### src/sv/ssp_pkg.sv
// ----------------------------------------------------------------------------
// ssp_pkg: shared types and constants for the servo sweep PWM controller
// Holds the register indexes, angle and pulse constants, and the
// angle-to-compare conversion used by the output stage.
// ----------------------------------------------------------------------------
`default_nettype none

package ssp_pkg;

    // Width of the time base by default.
    localparam int TimeBitsDefault = 32;

    // Configuration port layout.
    localparam int CfgIndexBits = 2;
    localparam int CfgDataBits  = 16;

    typedef enum logic [CfgIndexBits-1:0] {
        CFG_RESYNC_GAP    = 2'd0,
        CFG_SLOW_INTERVAL = 2'd1,
        CFG_FAST_INTERVAL = 2'd2,
        CFG_UNUSED        = 2'd3
    } cfg_index_t;

    // Register reset values.
    localparam logic [15:0] ResyncGapReset    = 16'd200;
    localparam logic [7:0]  SlowIntervalReset = 8'd15;
    localparam logic [7:0]  FastIntervalReset = 8'd10;

    // Angle limits and reset state.
    localparam logic [7:0] MaxAngle   = 8'd180;
    localparam logic [7:0] AngleReset = 8'd90;

    // Opcodes of an input transaction.
    typedef enum logic {
        OP_SWEEP_TICK = 1'b0,
        OP_SET_ANGLE  = 1'b1
    } opcode_t;

    // Pulse mapping: 25 + angle*100/180 = 25 + (5*angle)/9.
    localparam logic [6:0]  PulseBase = 7'd25;
    // 2^16/9 rounded up; exact floor for 5*angle up to 900.
    localparam logic [12:0] RecipNine = 13'd7282;

    // Compare value for an angle in 0..180.
    function automatic logic [6:0] pulse_compare_of(input logic [7:0] ang);
        logic [9:0]  five_a;
        logic [22:0] prod;
        begin
            five_a = {ang, 2'b00} + {2'b00, ang};
            prod   = {13'd0, five_a} * {10'd0, RecipNine};
            return PulseBase + prod[22:16];
        end
    endfunction

endpackage

`default_nettype wire

### src/sv/servo_sweep_pwm_controller_top.sv
// ----------------------------------------------------------------------------
// servo_sweep_pwm_controller_top: servo sweep controller with PWM compare
// Result path: the state update stage, then the compare-value stage, each
// registered. Throughput: one transaction per cycle while the result channel
// does not stall, as angle, direction and time base update on every accept.
// Reset (aresetn low, synchronous): angle 90, direction up, time base
// unsynchronized, registers back to 200/15/10, pipeline emptied.
// ----------------------------------------------------------------------------
`default_nettype none

module servo_sweep_pwm_controller_top
    import ssp_pkg::*;
#(
    parameter int TIME_BITS = TimeBitsDefault
) (
    input  wire logic                    aclk,
    input  wire logic                    aresetn,

    // Configuration write channel.
    input  wire logic                    cfg_valid,
    output logic                         cfg_ready,
    input  wire logic [CfgIndexBits-1:0] cfg_index,
    input  wire logic [CfgDataBits-1:0]  cfg_data,

    // Input channel.
    input  wire logic                    s_valid,
    output logic                         s_ready,
    input  wire logic                    s_opcode,
    input  wire logic [TIME_BITS-1:0]    s_now_ms,
    input  wire logic signed [7:0]       s_speed_level,
    input  wire logic                    s_sweep_enable,
    input  wire logic [7:0]              s_target_angle,

    // Result channel.
    output logic                         m_valid,
    input  wire logic                    m_ready,
    output logic [6:0]                   m_pulse_compare,
    output logic [7:0]                   m_angle_deg,
    output logic                         m_pulse_written
);

    // Configuration registers.
    logic [15:0] resync_gap_reg;
    logic [7:0]  slow_interval_reg;
    logic [7:0]  fast_interval_reg;

    // Controller state.
    logic [7:0]           angle_reg,    angle_next;
    logic                 sweep_up_reg, sweep_up_next;
    logic [TIME_BITS-1:0] last_reg,     last_next;

    // First stage: angle after the transaction and the written flag.
    logic       s1_valid_reg;
    logic [7:0] s1_angle_reg;
    logic       s1_written_reg;
    logic       written_next;

    // Output stage.
    logic       m_valid_reg;
    logic [6:0] m_compare_reg;
    logic [7:0] m_angle_reg;
    logic       m_written_reg;

    logic s_accept;
    logic s1_advance;

    // Handshakes: the output register frees space, the first stage follows.
    assign cfg_ready  = 1'b1;
    assign s1_advance = !m_valid_reg || m_ready;
    assign s_ready    = !s1_valid_reg || s1_advance;
    assign s_accept   = s_valid && s_ready;

    // Configuration writes; an index beyond the list is ignored.
    always_ff @(posedge aclk) begin
        if (!aresetn) begin
            resync_gap_reg    <= ResyncGapReset;
            slow_interval_reg <= SlowIntervalReset;
            fast_interval_reg <= FastIntervalReset;
        end else if (cfg_valid && cfg_ready) begin
            unique case (cfg_index_t'(cfg_index))
                CFG_RESYNC_GAP:    resync_gap_reg    <= cfg_data;
                CFG_SLOW_INTERVAL: slow_interval_reg <= cfg_data[7:0];
                CFG_FAST_INTERVAL: fast_interval_reg <= cfg_data[7:0];
                default: ;
            endcase
        end
    end

    // Sweep and set-angle update.
    logic                 stopped;
    logic [TIME_BITS-1:0] gap;
    logic [TIME_BITS-1:0] interval;
    logic [7:0]           step;
    logic [8:0]           sum_up;

    always_comb begin
        stopped  = !s_sweep_enable || s_speed_level[7] || (s_speed_level == 8'sd0);
        gap      = s_now_ms - last_reg;
        interval = (s_speed_level == 8'sd1)
                 ? TIME_BITS'(slow_interval_reg) : TIME_BITS'(fast_interval_reg);
        priority if (s_speed_level == 8'sd3) begin
            step = 8'd2;
        end else if (s_speed_level > 8'sd3) begin
            step = 8'd4;
        end else begin
            step = 8'd1;
        end
        sum_up = {1'b0, angle_reg} + {1'b0, step};

        angle_next    = angle_reg;
        sweep_up_next = sweep_up_reg;
        last_next     = last_reg;
        written_next  = 1'b0;

        if (opcode_t'(s_opcode) == OP_SET_ANGLE) begin
            angle_next   = (s_target_angle > MaxAngle) ? MaxAngle : s_target_angle;
            written_next = 1'b1;
        end else if (stopped) begin
            last_next = '0;
        end else if ((last_reg == '0) || (gap > TIME_BITS'(resync_gap_reg))) begin
            last_next = s_now_ms;
        end else if (gap >= interval) begin
            last_next    = s_now_ms;
            written_next = 1'b1;
            if (sweep_up_reg) begin
                if (sum_up >= {1'b0, MaxAngle}) begin
                    angle_next    = MaxAngle;
                    sweep_up_next = 1'b0;
                end else begin
                    angle_next = sum_up[7:0];
                end
            end else begin
                if (angle_reg <= step) begin
                    angle_next    = '0;
                    sweep_up_next = 1'b1;
                end else begin
                    angle_next = angle_reg - step;
                end
            end
        end
    end

    // State registers, updated once per accepted transaction.
    always_ff @(posedge aclk) begin
        if (!aresetn) begin
            angle_reg    <= AngleReset;
            sweep_up_reg <= 1'b1;
            last_reg     <= '0;
        end else if (s_accept) begin
            angle_reg    <= angle_next;
            sweep_up_reg <= sweep_up_next;
            last_reg     <= last_next;
        end
    end

    // First pipeline stage.
    always_ff @(posedge aclk) begin
        if (!aresetn) begin
            s1_valid_reg <= 1'b0;
        end else if (s_ready) begin
            s1_valid_reg <= s_valid;
        end
    end

    always_ff @(posedge aclk) begin
        if (s_accept) begin
            s1_angle_reg   <= angle_next;
            s1_written_reg <= written_next;
        end
    end

    // Output stage with the compare value.
    always_ff @(posedge aclk) begin
        if (!aresetn) begin
            m_valid_reg <= 1'b0;
        end else if (s1_advance) begin
            m_valid_reg <= s1_valid_reg;
        end
    end

    always_ff @(posedge aclk) begin
        if (s1_advance && s1_valid_reg) begin
            m_compare_reg <= pulse_compare_of(s1_angle_reg);
            m_angle_reg   <= s1_angle_reg;
            m_written_reg <= s1_written_reg;
        end
    end

    assign m_valid         = m_valid_reg;
    assign m_pulse_compare = m_compare_reg;
    assign m_angle_deg     = m_angle_reg;
    assign m_pulse_written = m_written_reg;

    // The stored angle never leaves its range.
    a_angle_range: assert property (@(posedge aclk) disable iff (!aresetn)
        angle_reg <= MaxAngle)
        else $error("angle state out of range");

    // A result leaving the block carries a compare value in range.
    a_compare_range: assert property (@(posedge aclk) disable iff (!aresetn)
        m_valid_reg |-> (m_compare_reg >= PulseBase) && (m_compare_reg <= 7'd125))
        else $error("compare value out of range");

    // A stalled first stage keeps its transaction.
    a_s1_hold: assert property (@(posedge aclk) disable iff (!aresetn)
        (s1_valid_reg && !s1_advance) |=> s1_valid_reg && $stable(s1_angle_reg))
        else $error("first stage lost a stalled transaction");

    // An accepted transaction that writes nothing leaves the angle unchanged.
    a_written_state: assert property (@(posedge aclk) disable iff (!aresetn)
        (s_accept && !written_next) |=> (angle_reg == $past(angle_reg)))
        else $error("angle changed without a write");

endmodule

`default_nettype wire

### config.mk
export PLATFORM = sky130hd
export DESIGN_NAME = servo_sweep_pwm_controller_top
export DESIGN_NICKNAME = d
export VERILOG_FILES = /design/src/sv/ssp_pkg.sv /design/src/sv/servo_sweep_pwm_controller_top.sv
export SDC_FILE = /design/constraint.sdc
export NUM_CORES = 1
export LEC_CHECK = 0
export BUFFER_PORTS_ARGS = -buffer_cell sky130_fd_sc_hd__buf_2
export CAP_MARGIN = 25
export CORE_ASPECT_RATIO = 2
export CORE_UTILIZATION = 40
export CTS_CLUSTER_DIAMETER = 60
export DETAILED_ROUTE_END_ITERATION = 10
export PLACE_DENSITY = 0.66
export SLEW_MARGIN = 10
export SYNTH_ARGS = -nofsm -noshare
export SYNTH_HDL_FRONTEND = slang
export SYNTH_SLANG_ARGS = --single-unit
### constraint.sdc
create_clock -name aclk -period 13.3 [get_ports aclk]
set_clock_uncertainty 0.15 [all_clocks]
set_input_delay 1.33 -clock aclk [delete_from_list [all_inputs] [get_ports aclk]]
set_output_delay 1.33 -clock aclk [all_outputs]
set_load 0.01 [all_outputs]
==> impl_metrics.prom <==
# TYPE chip_impl_metric gauge
chip_impl_info{name="outcome",value="finished clean"} 1
chip_impl_metric{name="worst_ir_drop_vdd",unit="uV"} 268
chip_impl_metric{name="grt_pass1_vias",unit=""} 9011
chip_impl_metric{name="die_area",unit="sq um"} 26000
chip_impl_info{name="ctsRootBufferMaster",value="clkbuf_16"} 1
chip_impl_metric{name="layout.filler_cells",unit=""} 2536
chip_impl_metric{name="worst_pin_slew",unit="ns"} 0.996
chip_impl_metric{name="drc",unit=""} 0
chip_impl_metric{name="number_of_antenna_cells_inserted",unit=""} 0
chip_impl_metric{name="clock_sink_count",unit=""} 100
chip_impl_metric{name="cpPeakStageDelay",unit="ns"} 0.54
chip_impl_metric{name="initial_core_util",unit="%"} 40.7
chip_impl_info{name="tritoncts",value="yes"} 1
chip_impl_metric{name="static-leakage-power",unit="uW"} 0.00482
chip_impl_metric{name="crit_path_max_fanout",unit=""} 7
chip_impl_metric{name="htreeDepth",unit=""} 3
chip_impl_metric{name="setup-violations-final",unit=""} 0
chip_impl_metric{name="num_vias",unit=""} 8945
chip_impl_info{name="cell_repeated_most_along_the_worst_path",value="ha_1"} 1
chip_impl_metric{name="cts_buffer_depth",unit=""} 2
chip_impl_metric{name="synth-seq-area-share",unit="%"} 22.2
chip_impl_metric{name="synth.avg_cell_area",unit="sq um"} 8.37
chip_impl_info{name="setup.worst_path.start",value="s1_angle_reg[0]"} 1
chip_impl_info{name="hp-class",value="flip-flop to flip-flop"} 1
chip_impl_metric{name="maxCapViolCount",unit=""} 0
chip_impl_info{name="worstSetupPathType",value="flip-flop to flip-flop"} 1
chip_impl_metric{name="synth_area",unit="sq um"} 10100
chip_impl_metric{name="final_hold_viol_count",unit=""} 0
chip_impl_metric{name="die_w",unit="um"} 115
chip_impl_info{name="startpoint_type",value="flip-flop"} 1
chip_impl_metric{name="gp_routability_congestion",unit=""} 0.985
chip_impl_metric{name="grt_overflow_total",unit=""} 0
chip_impl_metric{name="final_util",unit="%"} 44.6
chip_impl_metric{name="port-buffer-count",unit=""} 90
chip_impl_metric{name="drt_pre_antenna_iters",unit=""} 5
chip_impl_info{name="timing.hold.worst.start",value="s1_written_reg"} 1
chip_impl_metric{name="postCtsHoldBufs",unit=""} 0
chip_impl_metric{name="largest_register_ffs",unit=""} 32
chip_impl_metric{name="dieHeight",unit="um"} 227
chip_impl_metric{name="ant_nets",unit=""} 0
chip_impl_metric{name="clk_pin_slew_worst_paths",unit="ns"} 0.08
chip_impl_metric{name="p_per_area",unit="nW/um^2"} 227
chip_impl_metric{name="postSynthRegisterBits",unit=""} 100
chip_impl_metric{name="gr-usage-all-layers",unit="%"} 21.8
chip_impl_metric{name="totalPowerFinal",unit="uW"} 2530
chip_impl_metric{name="required_arrival_time_at_the_worst_endpoint",unit="ns"} 13.28
chip_impl_metric{name="number_of_distinct_standard_cells_referenced_by_the_synthesized_netlist",unit=""} 86
chip_impl_metric{name="setup_total_negative_slack",unit="ns"} 0
chip_impl_metric{name="final_worst_path_cycle_share",unit="%"} 58.9
chip_impl_metric{name="post_cts.resized_instances",unit=""} 0
chip_impl_metric{name="clk_latency",unit="ns"} 0.37
chip_impl_metric{name="syn-instance-count",unit=""} 1212
chip_impl_metric{name="drt_iter0_drcs",unit=""} 284
chip_impl_metric{name="area_growth",unit="%"} 9.74
chip_impl_metric{name="grt_first_pass_wirelength",unit="um"} 43500
chip_impl_metric{name="core_region_area",unit="sq um"} 24900
chip_impl_metric{name="slew_headroom",unit="%"} 33.3
chip_impl_metric{name="tritoncts.num_buffers",unit=""} 9
chip_impl_info{name="synth_flop_cell",value="dfxtp_1"} 1
chip_impl_metric{name="share_of_synthesized_flip_flops_with_an_asynchronous_set_or_reset",unit="%"} 0
chip_impl_metric{name="drv_slew",unit=""} 0
chip_impl_metric{name="ys.warnings.count",unit=""} 0
chip_impl_metric{name="initial_antenna_violation_count",unit=""} 0
chip_impl_metric{name="syn_nets",unit=""} 1451
chip_impl_info{name="end_kind",value="flip-flop"} 1
chip_impl_metric{name="fmax",unit="MHz"} 128
chip_impl_metric{name="rows",unit=""} 82
chip_impl_metric{name="min_period",unit="ns"} 7.83
chip_impl_metric{name="nets",unit=""} 1509
chip_impl_info{name="reg2reg_from",value="s1_angle_reg[0]"} 1
chip_impl_metric{name="worstPathArrival",unit="ns"} 7.81
chip_impl_metric{name="layout-drive-gt1-share",unit="%"} 10.9
chip_impl_metric{name="half_perimeter_wire_length_after_detailed_placement",unit="um"} 22600
chip_impl_metric{name="post_drt_wl_per_cell",unit="um"} 16.9
chip_impl_metric{name="finalWirelength",unit="um"} 27300
chip_impl_metric{name="route.detailed.vias_per_inst",unit=""} 5.55
chip_impl_info{name="crit_path_top_delay_cell",value="fa_1"} 1
chip_impl_metric{name="top_level_ports",unit=""} 92
chip_impl_metric{name="synth-edff-count",unit=""} 25
chip_impl_info{name="rsz0062_at_grt",value="false"} 1
chip_impl_metric{name="post_cts_buffers",unit=""} 0
chip_impl_metric{name="maximum_number_of_pins_on_one_net_before_global_route_repair",unit=""} 110
-- worst max-delay path, delay by kind of cell (launching register included) --
kind,cells,cell delay [ns]
compound gates,10,1.53
xor+xnor,3,0.60
fa+ha+maj,10,3.87
buf+inv,2,0.10
flops,1,0.53
simple gates,4,0.79
-- routing by layer --
metal  routed length [um]  global-route usage [%]  vias to the layer above
li1                     -                       -                     4437
met1                 9250                    19.3                     4245
met2                15400                    43.9                      179
met3                  657                    2.37                       84
met4                 1950                    15.8                        0
met5                    0                       0                        -
-- power by group --
part | switching, uW | total [uW] | internal [uW]
Clock | 134 | 264 | 130
Combinational | 1060 | 1830 | 778
Sequential | 16.2 | 433 | 417
Total | 1210 | 2530 | 1320
-- path summary, 6_finish.rpt --
check	end	slack, ns	depth (start not counted)
hold / removal	m_pulse_written	0.28	0
setup / recovery	m_pulse_compare[6]	5.47	29
setup reg to reg	m_pulse_compare[6]	5.47	29
hold reg to reg	m_pulse_written	0.28	0
-- logic make-up after synthesis --
logic type	synth area share, %
adder cells (fa/ha/maj)	22.8
AND/OR/NAND/NOR	19.7
other	0.0370
buffers and inverters	6.74
XOR/XNOR	3.97
AO/OA/AOI/OAI	17.9
flip-flops	22.2
multiplexers	6.66
-- synth_stat cells, drive strengths merged, types with 16 or more instances --
library cell | count | area, sq um
nor3 | 21 | 110
a21o | 21 | 158
ha | 136 | 1700
fa | 30 | 601
nand4 | 16 | 106
o21ai | 54 | 278
dfxtp | 75 | 1500
xnor2 | 25 | 219
a21oi | 67 | 347
xor2 | 21 | 184
inv | 121 | 454
nand2 | 139 | 522
nor2b | 20 | 125
o211ai | 21 | 163
clkbuf | 35 | 131
edfxtp | 25 | 751
nand3 | 55 | 275
nor2 | 57 | 221
mux2i | 63 | 631
-- area by class of cell --
class	instances	area [sq um]	share of cell area (%)
clock buffer	9	225	2.02
clock inverter	7	56.3	0.506
inverter	121	454	4.08
multi-input combinational	944	7210	64.8
sequential	100	2250	20.2
tap	336	420	3.78
timing repair buffer	94	507	4.55
-- metrics by stage --
stage / hold slack, ns / instance area (sq um) / std cells / setup slack (ns)
floorplan: 0.250 / 10100 / 1212 / 6.07
finish: 0.281 / 11100 / 1611 / 5.47
global placement: 0.271 / 10800 / 1593 / 5.57
global route: 0.287 / 11100 / 1611 / 4.95
CTS: 0.282 / 11100 / 1610 / 5.42
detailed placement: 0.260 / 10800 / 1594 / 5.42
-- placed cells by master, fill, tap and decap left out, types with 30 or more instances in the layout --
| master | n |
|---|---|
| nand2_1 | 139 |
| ha_1 | 136 |
| inv_1 | 121 |
| buf_2 | 89 |
| dfxtp_1 | 75 |
| a21oi_1 | 64 |
| mux2i_1 | 63 |
| nor2_1 | 56 |
| nand3_1 | 55 |
| o21ai_0 | 44 |
| fa_1 | 30 |
(Power assumes the default switching activity.)
